`src/rtl/skt_pkg.sv`:
```
// Shared types and constants for the sorted key table.
// Used by skt_ctrl, skt_datapath and sorted_key_table_top; depends on nothing.
package skt_pkg;

  localparam int FUNC_W      = 2;
  localparam int KEY_IN_W    = 32;
  localparam int POS_W       = 6;
  localparam int STATUS_W    = 3;
  localparam int INDEX_W     = 6;
  localparam int COUNT_OUT_W = 7;

  localparam logic [FUNC_W-1:0] FN_INSERT = 2'd0;
  localparam logic [FUNC_W-1:0] FN_DELETE = 2'd1;
  localparam logic [FUNC_W-1:0] FN_SEARCH = 2'd2;

  typedef enum logic [STATUS_W-1:0] {
    ST_OK     = 3'd0,
    ST_FULL   = 3'd1,
    ST_NULL   = 3'd2,
    ST_EMPTY  = 3'd3,
    ST_BADPOS = 3'd4
  } status_t;

  typedef enum logic [2:0] {
    S_IDLE,
    S_DECODE,
    S_INS,
    S_DEL,
    S_SRCH,
    S_DONE
  } state_t;

  typedef enum logic [3:0] {
    OP_NONE,
    OP_LOAD,
    OP_INS_START,
    OP_INS_STEP,
    OP_DEL_START,
    OP_DEL_STEP,
    OP_SRCH_START,
    OP_SRCH_STEP,
    OP_PUBLISH
  } dp_op_t;

  typedef struct packed {
    dp_op_t  op;
    logic    set_res;
    status_t res_status;
    logic    res_found;
  } skt_cmd_t;

  typedef struct packed {
    logic [FUNC_W-1:0] func;
    logic              full;
    logic              key_zero;
    logic              empty;
    logic              pos_bad;
    logic              ins_place;
    logic              del_done;
    logic              srch_end;
    logic              srch_hit;
  } skt_stat_t;

endpackage

```
`src/rtl/skt_ctrl.sv`:
```
// Controller state machine of the sorted key table.
// Depends on skt_pkg; drives skt_datapath through skt_cmd_t and reads skt_stat_t.
module skt_ctrl import skt_pkg::*; (
  input  logic      clk,
  input  logic      rst_n,
  input  logic      in_valid,
  output logic      in_ready,
  output logic      out_valid,
  input  logic      out_ready,
  input  skt_stat_t stat,
  output skt_cmd_t  cmd
);

  state_t state_r, state_nxt;
  logic   out_valid_r, out_valid_nxt;

  always_ff @(posedge clk) begin
    if (!rst_n) begin
      state_r     <= S_IDLE;
      out_valid_r <= 1'b0;
    end else begin
      state_r     <= state_nxt;
      out_valid_r <= out_valid_nxt;
    end
  end

  assign in_ready  = (state_r == S_IDLE);
  assign out_valid = out_valid_r;

  always_comb begin
    state_nxt      = state_r;
    out_valid_nxt  = out_valid_r && !out_ready;
    cmd.op         = OP_NONE;
    cmd.set_res    = 1'b0;
    cmd.res_status = ST_OK;
    cmd.res_found  = 1'b0;
    unique case (state_r)
      S_IDLE: begin
        if (in_valid) begin
          cmd.op    = OP_LOAD;
          state_nxt = S_DECODE;
        end
      end
      S_DECODE: begin
        unique case (stat.func)
          FN_INSERT: begin
            priority if (stat.full) begin
              cmd.set_res    = 1'b1;
              cmd.res_status = ST_FULL;
              state_nxt      = S_DONE;
            end else if (stat.key_zero) begin
              cmd.set_res    = 1'b1;
              cmd.res_status = ST_NULL;
              state_nxt      = S_DONE;
            end else begin
              cmd.op    = OP_INS_START;
              state_nxt = S_INS;
            end
          end
          FN_DELETE: begin
            priority if (stat.empty) begin
              cmd.set_res    = 1'b1;
              cmd.res_status = ST_EMPTY;
              state_nxt      = S_DONE;
            end else if (stat.pos_bad) begin
              cmd.set_res    = 1'b1;
              cmd.res_status = ST_BADPOS;
              state_nxt      = S_DONE;
            end else begin
              cmd.op    = OP_DEL_START;
              state_nxt = S_DEL;
            end
          end
          FN_SEARCH: begin
            cmd.op    = OP_SRCH_START;
            state_nxt = S_SRCH;
          end
          default: begin
            cmd.set_res = 1'b1;
            state_nxt   = S_DONE;
          end
        endcase
      end
      S_INS: begin
        cmd.op = OP_INS_STEP;
        if (stat.ins_place) begin
          cmd.set_res = 1'b1;
          state_nxt   = S_DONE;
        end
      end
      S_DEL: begin
        if (stat.del_done) begin
          cmd.set_res = 1'b1;
          state_nxt   = S_DONE;
        end else begin
          cmd.op = OP_DEL_STEP;
        end
      end
      S_SRCH: begin
        priority if (stat.srch_end) begin
          cmd.set_res = 1'b1;
          state_nxt   = S_DONE;
        end else if (stat.srch_hit) begin
          cmd.set_res   = 1'b1;
          cmd.res_found = 1'b1;
          state_nxt     = S_DONE;
        end else begin
          cmd.op = OP_SRCH_STEP;
        end
      end
      S_DONE: begin
        if (!out_valid_r || out_ready) begin
          cmd.op        = OP_PUBLISH;
          out_valid_nxt = 1'b1;
          state_nxt     = S_IDLE;
        end
      end
      default: begin
        state_nxt = S_IDLE;
      end
    endcase
  end

endmodule

```
`src/rtl/skt_datapath.sv`:
```
// Datapath of the sorted key table: key memory, entry count, search bounds and result registers.
// Depends on skt_pkg; commanded by skt_ctrl.
module skt_datapath import skt_pkg::*; #(
  parameter int DEPTH     = 64,
  parameter int KEY_WIDTH = 32
) (
  input  logic                   clk,
  input  logic                   rst_n,
  input  logic [FUNC_W-1:0]      in_func,
  input  logic [KEY_IN_W-1:0]    in_key,
  input  logic [POS_W-1:0]       in_position,
  input  skt_cmd_t               cmd,
  output skt_stat_t              stat,
  output logic [STATUS_W-1:0]    out_status,
  output logic                   out_found,
  output logic [INDEX_W-1:0]     out_index,
  output logic [COUNT_OUT_W-1:0] out_count
);

  localparam int KW = (KEY_WIDTH < KEY_IN_W) ? KEY_WIDTH : KEY_IN_W;
  localparam int AW = $clog2(DEPTH);
  localparam int CW = $clog2(DEPTH + 1);
  localparam int XW = ((CW > POS_W) ? CW : POS_W) + 1;

  logic [KW-1:0] mem [DEPTH];

  logic [CW-1:0]          count_r, count_nxt;
  logic [FUNC_W-1:0]      func_r, func_nxt;
  logic [KW-1:0]          key_r, key_nxt;
  logic [POS_W-1:0]       pos_r, pos_nxt;
  logic [AW-1:0]          ptr_r, ptr_nxt;
  logic [CW-1:0]          lo_r, lo_nxt;
  logic [CW-1:0]          hi1_r, hi1_nxt;
  logic [AW-1:0]          mid_r, mid_nxt;
  logic [KW-1:0]          rdata_r;
  status_t                res_status_r, res_status_nxt;
  logic                   res_found_r, res_found_nxt;
  logic [INDEX_W-1:0]     res_index_r, res_index_nxt;
  logic [STATUS_W-1:0]    out_status_r, out_status_nxt;
  logic                   out_found_r, out_found_nxt;
  logic [INDEX_W-1:0]     out_index_r, out_index_nxt;
  logic [COUNT_OUT_W-1:0] out_count_r, out_count_nxt;

  logic          mem_we;
  logic [AW-1:0] mem_wa;
  logic [KW-1:0] mem_wd;
  logic          mem_re;
  logic [AW-1:0] mem_ra;

  logic [XW-1:0] count_x, pos_x, ptr_x;
  logic [CW:0]   mid_sum;
  logic [CW-1:0] lo_step, hi1_step;

  always_ff @(posedge clk) begin
    if (!rst_n) begin
      count_r <= '0;
    end else begin
      count_r <= count_nxt;
    end
  end

  always_ff @(posedge clk) begin
    func_r       <= func_nxt;
    key_r        <= key_nxt;
    pos_r        <= pos_nxt;
    ptr_r        <= ptr_nxt;
    lo_r         <= lo_nxt;
    hi1_r        <= hi1_nxt;
    mid_r        <= mid_nxt;
    res_status_r <= res_status_nxt;
    res_found_r  <= res_found_nxt;
    res_index_r  <= res_index_nxt;
    out_status_r <= out_status_nxt;
    out_found_r  <= out_found_nxt;
    out_index_r  <= out_index_nxt;
    out_count_r  <= out_count_nxt;
  end

  always_ff @(posedge clk) begin
    if (mem_we) begin
      mem[mem_wa] <= mem_wd;
    end
    if (mem_re) begin
      rdata_r <= mem[mem_ra];
    end
  end

  assign count_x = XW'(count_r);
  assign pos_x   = XW'(pos_r);
  assign ptr_x   = XW'(ptr_r);

  assign stat.func      = func_r;
  assign stat.full      = (count_x >= XW'(DEPTH));
  assign stat.key_zero  = (key_r == '0);
  assign stat.empty     = (count_r == '0);
  assign stat.pos_bad   = (pos_x >= count_x);
  assign stat.ins_place = (ptr_r == '0) || !(key_r < rdata_r);
  assign stat.del_done  = !(ptr_x < count_x);
  assign stat.srch_end  = !(lo_r < hi1_r);
  assign stat.srch_hit  = (key_r == rdata_r);

  // One halving step of the binary search: narrow the bounds around the probe.
  always_comb begin
    if (key_r < rdata_r) begin
      lo_step  = lo_r;
      hi1_step = CW'(mid_r);
    end else begin
      lo_step  = CW'(mid_r) + CW'(1);
      hi1_step = hi1_r;
    end
    mid_sum = (CW + 1)'(lo_step) + (CW + 1)'(hi1_step) - (CW + 1)'(1);
  end

  always_comb begin
    count_nxt      = count_r;
    func_nxt       = func_r;
    key_nxt        = key_r;
    pos_nxt        = pos_r;
    ptr_nxt        = ptr_r;
    lo_nxt         = lo_r;
    hi1_nxt        = hi1_r;
    mid_nxt        = mid_r;
    out_status_nxt = out_status_r;
    out_found_nxt  = out_found_r;
    out_index_nxt  = out_index_r;
    out_count_nxt  = out_count_r;
    mem_we         = 1'b0;
    mem_wa         = ptr_r;
    mem_wd         = rdata_r;
    mem_re         = 1'b0;
    mem_ra         = mid_r;
    unique case (cmd.op)
      OP_LOAD: begin
        func_nxt = in_func;
        key_nxt  = in_key[KW-1:0];
        pos_nxt  = in_position;
      end
      OP_INS_START: begin
        ptr_nxt   = AW'(count_r);
        count_nxt = count_r + CW'(1);
        if (count_r != '0) begin
          mem_re = 1'b1;
          mem_ra = AW'(count_r - CW'(1));
        end
      end
      OP_INS_STEP: begin
        mem_we = 1'b1;
        if (stat.ins_place) begin
          mem_wd = key_r;
        end else begin
          mem_wd  = rdata_r;
          ptr_nxt = ptr_r - AW'(1);
          if (ptr_x >= XW'(2)) begin
            mem_re = 1'b1;
            mem_ra = AW'(ptr_x - XW'(2));
          end
        end
      end
      OP_DEL_START: begin
        ptr_nxt   = AW'(pos_r);
        count_nxt = count_r - CW'(1);
        if ((pos_x + XW'(1)) < count_x) begin
          mem_re = 1'b1;
          mem_ra = AW'(pos_x + XW'(1));
        end
      end
      OP_DEL_STEP: begin
        mem_we  = 1'b1;
        mem_wd  = rdata_r;
        ptr_nxt = AW'(ptr_x + XW'(1));
        if ((ptr_x + XW'(2)) <= count_x) begin
          mem_re = 1'b1;
          mem_ra = AW'(ptr_x + XW'(2));
        end
      end
      OP_SRCH_START: begin
        lo_nxt  = '0;
        hi1_nxt = count_r;
        mid_nxt = AW'((count_r - CW'(1)) >> 1);
        mem_re  = (count_r != '0);
        mem_ra  = AW'((count_r - CW'(1)) >> 1);
      end
      OP_SRCH_STEP: begin
        lo_nxt  = lo_step;
        hi1_nxt = hi1_step;
        mid_nxt = AW'(mid_sum >> 1);
        mem_re  = (lo_step < hi1_step);
        mem_ra  = AW'(mid_sum >> 1);
      end
      OP_PUBLISH: begin
        out_status_nxt = res_status_r;
        out_found_nxt  = res_found_r;
        out_index_nxt  = res_index_r;
        out_count_nxt  = COUNT_OUT_W'(count_r);
      end
      default: begin
      end
    endcase
  end

  always_comb begin
    res_status_nxt = res_status_r;
    res_found_nxt  = res_found_r;
    res_index_nxt  = res_index_r;
    if (cmd.set_res) begin
      res_status_nxt = cmd.res_status;
      res_found_nxt  = cmd.res_found;
      res_index_nxt  = cmd.res_found ? INDEX_W'(mid_r) : '0;
    end
  end

  assign out_status = out_status_r;
  assign out_found  = out_found_r;
  assign out_index  = out_index_r;
  assign out_count  = out_count_r;

endmodule

```
`src/rtl/sorted_key_table_top.sv`:
```
// The sorted key table keeps up to DEPTH unsigned keys in ascending order, duplicates allowed.
// Each request (insert, delete at a position, or binary search) returns one result carrying
// a status, the search outcome and the entry count after the request. The keys live in a
// memory with one write and one registered read per cycle. An insert shifts each entry above
// the new key up by one place, and a delete shifts each entry after the position down by one.
// A search probes the middle of the remaining bounds, with at most log2(count) + 1 probes.
// Rejected requests and the unused function code go straight to the result. The next
// request is taken while a result still waits; its own result then holds until the waiting
// one is taken.
// Depends on skt_pkg, skt_ctrl and skt_datapath.
module sorted_key_table_top import skt_pkg::*; #(
  parameter int DEPTH     = 64,
  parameter int KEY_WIDTH = 32
) (
  input  logic                   clk,
  input  logic                   rst_n,
  input  logic                   in_valid,
  output logic                   in_ready,
  input  logic [FUNC_W-1:0]      in_func,
  input  logic [KEY_IN_W-1:0]    in_key,
  input  logic [POS_W-1:0]       in_position,
  output logic                   out_valid,
  input  logic                   out_ready,
  output logic [STATUS_W-1:0]    out_status,
  output logic                   out_found,
  output logic [INDEX_W-1:0]     out_index,
  output logic [COUNT_OUT_W-1:0] out_count
);

  skt_cmd_t  cmd;
  skt_stat_t stat;

  skt_ctrl u_ctrl (
    .clk       (clk),
    .rst_n     (rst_n),
    .in_valid  (in_valid),
    .in_ready  (in_ready),
    .out_valid (out_valid),
    .out_ready (out_ready),
    .stat      (stat),
    .cmd       (cmd)
  );

  skt_datapath #(
    .DEPTH     (DEPTH),
    .KEY_WIDTH (KEY_WIDTH)
  ) u_datapath (
    .clk         (clk),
    .rst_n       (rst_n),
    .in_func     (in_func),
    .in_key      (in_key),
    .in_position (in_position),
    .cmd         (cmd),
    .stat        (stat),
    .out_status  (out_status),
    .out_found   (out_found),
    .out_index   (out_index),
    .out_count   (out_count)
  );

endmodule
```
`config.mk`:
```
export PLATFORM = sky130hd
export DESIGN_NAME = sorted_key_table_top
export DESIGN_NICKNAME = d
export VERILOG_FILES = /design/src/rtl/skt_pkg.sv /design/src/rtl/skt_ctrl.sv /design/src/rtl/skt_datapath.sv /design/src/rtl/sorted_key_table_top.sv
export SDC_FILE = /design/constraint.sdc
export NUM_CORES = 2
export LEC_CHECK = 0
export BUFFER_PORTS_ARGS = -buffer_cell sky130_fd_sc_hd__buf_2
export CAP_MARGIN = 0
export CORE_MARGIN = 5
export CORE_UTILIZATION = 55
export CTS_CLUSTER_SIZE = 24
export DETAILED_ROUTE_END_ITERATION = 7
export HOLD_SLACK_MARGIN = 0.05
export PLACE_DENSITY_LB_ADDON = 0.25
export SLEW_MARGIN = 20
export SYNTH_ARGS = -nofsm -noshare
export SYNTH_HDL_FRONTEND = slang
export SYNTH_SLANG_ARGS = --single-unit
```
`constraint.sdc`:
```
create_clock -name clk -period 14.9 [get_ports clk]
set_clock_uncertainty 0.05 [all_clocks]
set_input_delay 2.98 -clock clk [delete_from_list [all_inputs] [get_ports clk]]
set_output_delay 2.98 -clock clk [all_outputs]
set_load 0.02 [all_outputs]
```
==> results.py <==
metrics = {
    "status": {
        "status": "finished, final reports clean",
    },
    "setup_path": {
        "path_buf_inv": 4,
        "path_delay_family": "compound AO/OA/AOI/OAI gates",
        "slowest_stage": "or4_1",
        "cp_cell_sequence": "ha_1 -> a21oi_1 -> o21ai_0 -> a211oi_1 -> o21ai_0 -> nor2_2 -> buf_4 -> mux2i_1 -> inv_1 -> ha_1 -> ha_1 -> o2bb2ai_1 -> nor3_1 -> a21o_4 -> buf_12 -> buf_4 -> mux4_2 -> a22oi_1 -> nand4_1 -> or4_1",
        "critPathKind": "reg2reg",
        "path_max_fanout": 84,
        "crit_path_end_kind": "register",
        "slowest_delay_ns": 0.74,
        "crit_arrival_ns": 9.87,
        "path_common_cell": "ha_1",
        "start_kind": "register",
        "crit_required_ns": 15.39,
        "rrSetupSlack_ns": 5.52,
    },
    "global_routing": {
        "grtUsageTotal": 0.284,
        "grt_pass1_wl_um": 351000,
        "grt_pass1_vias": 50400,
        "antenna_found_initial": 11,
        "grt_start_max_net_pins": 150,
        "grt.overflow.total": 0,
    },
    "clocking": {
        "cts.sinks": 2184,
        "path_clk_slew_ns": 0.06,
        "ctsHoldBuffers": 0,
        "cts_buffers": 210,
        "post-cts-setup-buffer-count": 0,
        "cts_tree": "done",
        "cts_max_level": 4,
        "cts-root-buf": "clkbuf_16",
        "cts-resized-gates": 0,
        "cts.path.max_buffers": 3,
        "clock_latency_ns": 0.86,
    },
    "detailed_routing": {
        "via_per_inst": 6.64,
        "route.detailed.drc": 0,
        "first_pass_iters": 6,
        "wl_um": 244000,
        "dr_total_vias": 53400,
        "antenna_left": 0,
        "wl_per_cell_um": 30.4,
        "drt-initial-drc-count": 8032,
    },
    "die": {
        "start_util": 0.555,
        "ios": 63,
        "dieWidth_um": 413,
        "die_area_sq_um": 171000,
        "dieHeight_um": 413,
        "core_sq_um": 161000,
        "placementRows": 147,
    },
    "cells_and_area": {
        "nets": 5853,
        "area_delta_synth_final_pct": 11.2,
        "multiInputGateArea_sq_um": 22800,
        "layout.area.seq_sq_um": 65500,
        "nFillCells": 11400,
        "drive_gt1_frac": 0.129,
    },
    "placement": {
        "place.gp.congestion": 0.929,
        "io_buffers": 62,
        "dp_hpwl_um": 143000,
    },
    "synth": {
        "yosysWarnings": 0,
        "synth_fp_nets": 5764,
        "synth_edf_count": 2173,
        "yosysTopAreaCellShare": 0.731,
        "ys_ff_latch": 2184,
        "async_flop_share": 0,
        "synth_area_per_cell_sq_um": 15.9,
        "synth_top_flop_cell": "edfxtp_1",
        "synth_cell_type_count": 81,
        "synthCells": 5626,
        "yosysMostFrequentCell": "edfxtp_1",
        "yosysSeqAreaShare": 0.733,
        "syn-cell-area_sq_um": 89300,
        "synth_common_cells": "edfxtp_1, nand2_1, mux2i_1, nand3_1, a21oi_1",
        "synth_largest_area_cell": "edfxtp_1",
        "synthTopCellsByArea": "edfxtp_1, mux2i_1, mux4_2",
    },
    "timing": {
        "tightest_slew_ns": 1.15,
        "period_minus_slack_ns": 9.38,
        "setup_violations": 0,
        "hold_viol_final": 0,
        "fmax_mhz": 107,
        "setup_tns_ns": 0,
        "post-route-period-util": 0.630,
        "slew_headroom": 0.222,
        "rsz0062_at_grt": "no",
        "drv_slew": 0,
    },
    "pwr": {
        "total_power_mw": 24.6,
        "power_density_nw_per_um2": 248,
        "power_leakage_nw": 33.0,
        "ir_drop_uv": 285,
    },
    "worst_hold_path": {
        "hp-class": "reg2reg",
    },
    "job": {
        "maxCapViolCount": 0,
    },
}
cells by family after synthesis:
group | after synthesis | share of synthesized area
compound gates | 918 | 0.0687
xor+xnor | 28 | 0.00275
fa+ha+maj | 94 | 0.0133
buf+inv | 389 | 0.0199
flops | 2184 | 0.733
mux | 684 | 0.0945
simple gates | 1329 | 0.0676
cell type report:
type / instances / share of cell area
flip-flops and latches: 2184 / 0.659
multi-input cells: 3053 / 0.229
clock buffers: 268 / 0.0555
well taps: 2160 / 0.0272
repair buffers: 197 / 0.0145
clock inverters: 117 / 0.0118
inverters: 69 / 0.00261
diodes: 2 / 0.0000504
power breakdown:
part	total [mW]	internal (mW)	switching (mW)
sequential	8.13	8.00	0.135
combinational	11.3	3.49	7.77
clock	5.21	2.93	2.28
metal layers:
| layer | track usage | part of all wire | wire length (um) |
|---|---|---|---|
| met1 | 0.412 | 0.39 | 95900 |
| met2 | 0.423 | 0.45 | 109000 |
| met3 | 0.0797 | 0.13 | 31900 |
| met4 | 0.0844 | 0.031 | 7660 |
| met5 | 0 | 0.00015 | 37 |
path summary, 6_finish.rpt:
path	start	end	cells past startpoint
hold / removal	u_datapath.res_index_r[0]$_SDFFCE_PN0P_	u_datapath.out_index[0]$_DFFE_PN_	0
setup reg to reg	u_datapath.key_r[19]$_DFFE_PN_	u_datapath.rdata_r[25]$_DFFE_PP_	20
setup / recovery	u_datapath.key_r[19]$_DFFE_PN_	u_datapath.rdata_r[25]$_DFFE_PP_	20
hold reg to reg	u_datapath.res_index_r[0]$_SDFFCE_PN0P_	u_datapath.out_index[0]$_DFFE_PN_	0
through the flow:
stage	hold WS, ns	cell area [sq um]	worst slack (ns)	cells	util
after floorplan	0.350	89300	8.28	5626	-
after detailed placement	0.358	92500	5.81	7663	0.575
after CTS	0.373	99200	5.78	8048	0.617
after global placement	0.356	92500	5.91	7663	0.575
final	0.370	99300	5.52	8050	0.617
after global routing	0.376	99300	5.32	8048	0.617
sequential cells by signal, summed over array words and instances, names as in the netlist, 7 cells and up:
name,cells
u_datapath.count_r,7
u_datapath.hi1_r,7
u_datapath.key_r,32
u_datapath.lo_r,7
u_datapath.mem,2048
u_datapath.out_count,7
u_datapath.rdata_r,32
worst register-to-register path: stages (launching register included):
cell and delay, ns:
edfxtp_1 0.42, ha_1 0.34, a21oi_1 0.16, o21ai_0 0.16, a211oi_1 0.62, o21ai_0 0.47, nor2_2 0.18, buf_4 0.31
mux2i_1 0.34, inv_1 0.08, ha_1 0.29, ha_1 0.31, o2bb2ai_1 0.14, nor3_1 0.53, a21o_4 0.72, buf_12 0.55
buf_4 0.95, mux4_2 0.67, a22oi_1 0.60, nand4_1 0.44, or4_1 0.74
placed cells by master (no fill, tap or decap), types with 10 or more instances in the layout:
cell type / instances
a211oi_1: 100
a21o_1: 12
a21oi_1: 202
a22oi_1: 98
a31oi_1: 68
a32oi_1: 32
and2_1: 14
buf_2: 62
buf_4: 126
bufinv_16: 18
clkbuf_1: 56
clkbuf_16: 212
clkinv_1: 48
clkinv_2: 25
clkinvlp_4: 10
dfxtp_1: 11
edfxtp_1: 2173
ha_1: 92
inv_1: 66
mux2_4: 23
mux2i_1: 528
mux4_2: 124
nand2_1: 657
nand3_1: 315
nand4_1: 72
nor2_1: 73
nor2_4: 59
nor3_1: 16
nor4_1: 12
o211ai_1: 15
o21ai_0: 88
o21ai_1: 11
o22ai_1: 192
o41ai_1: 13
o41ai_2: 19
or4_1: 33
xnor2_1: 18
xor2_1: 10
Power figures use the tool's default switching activity.
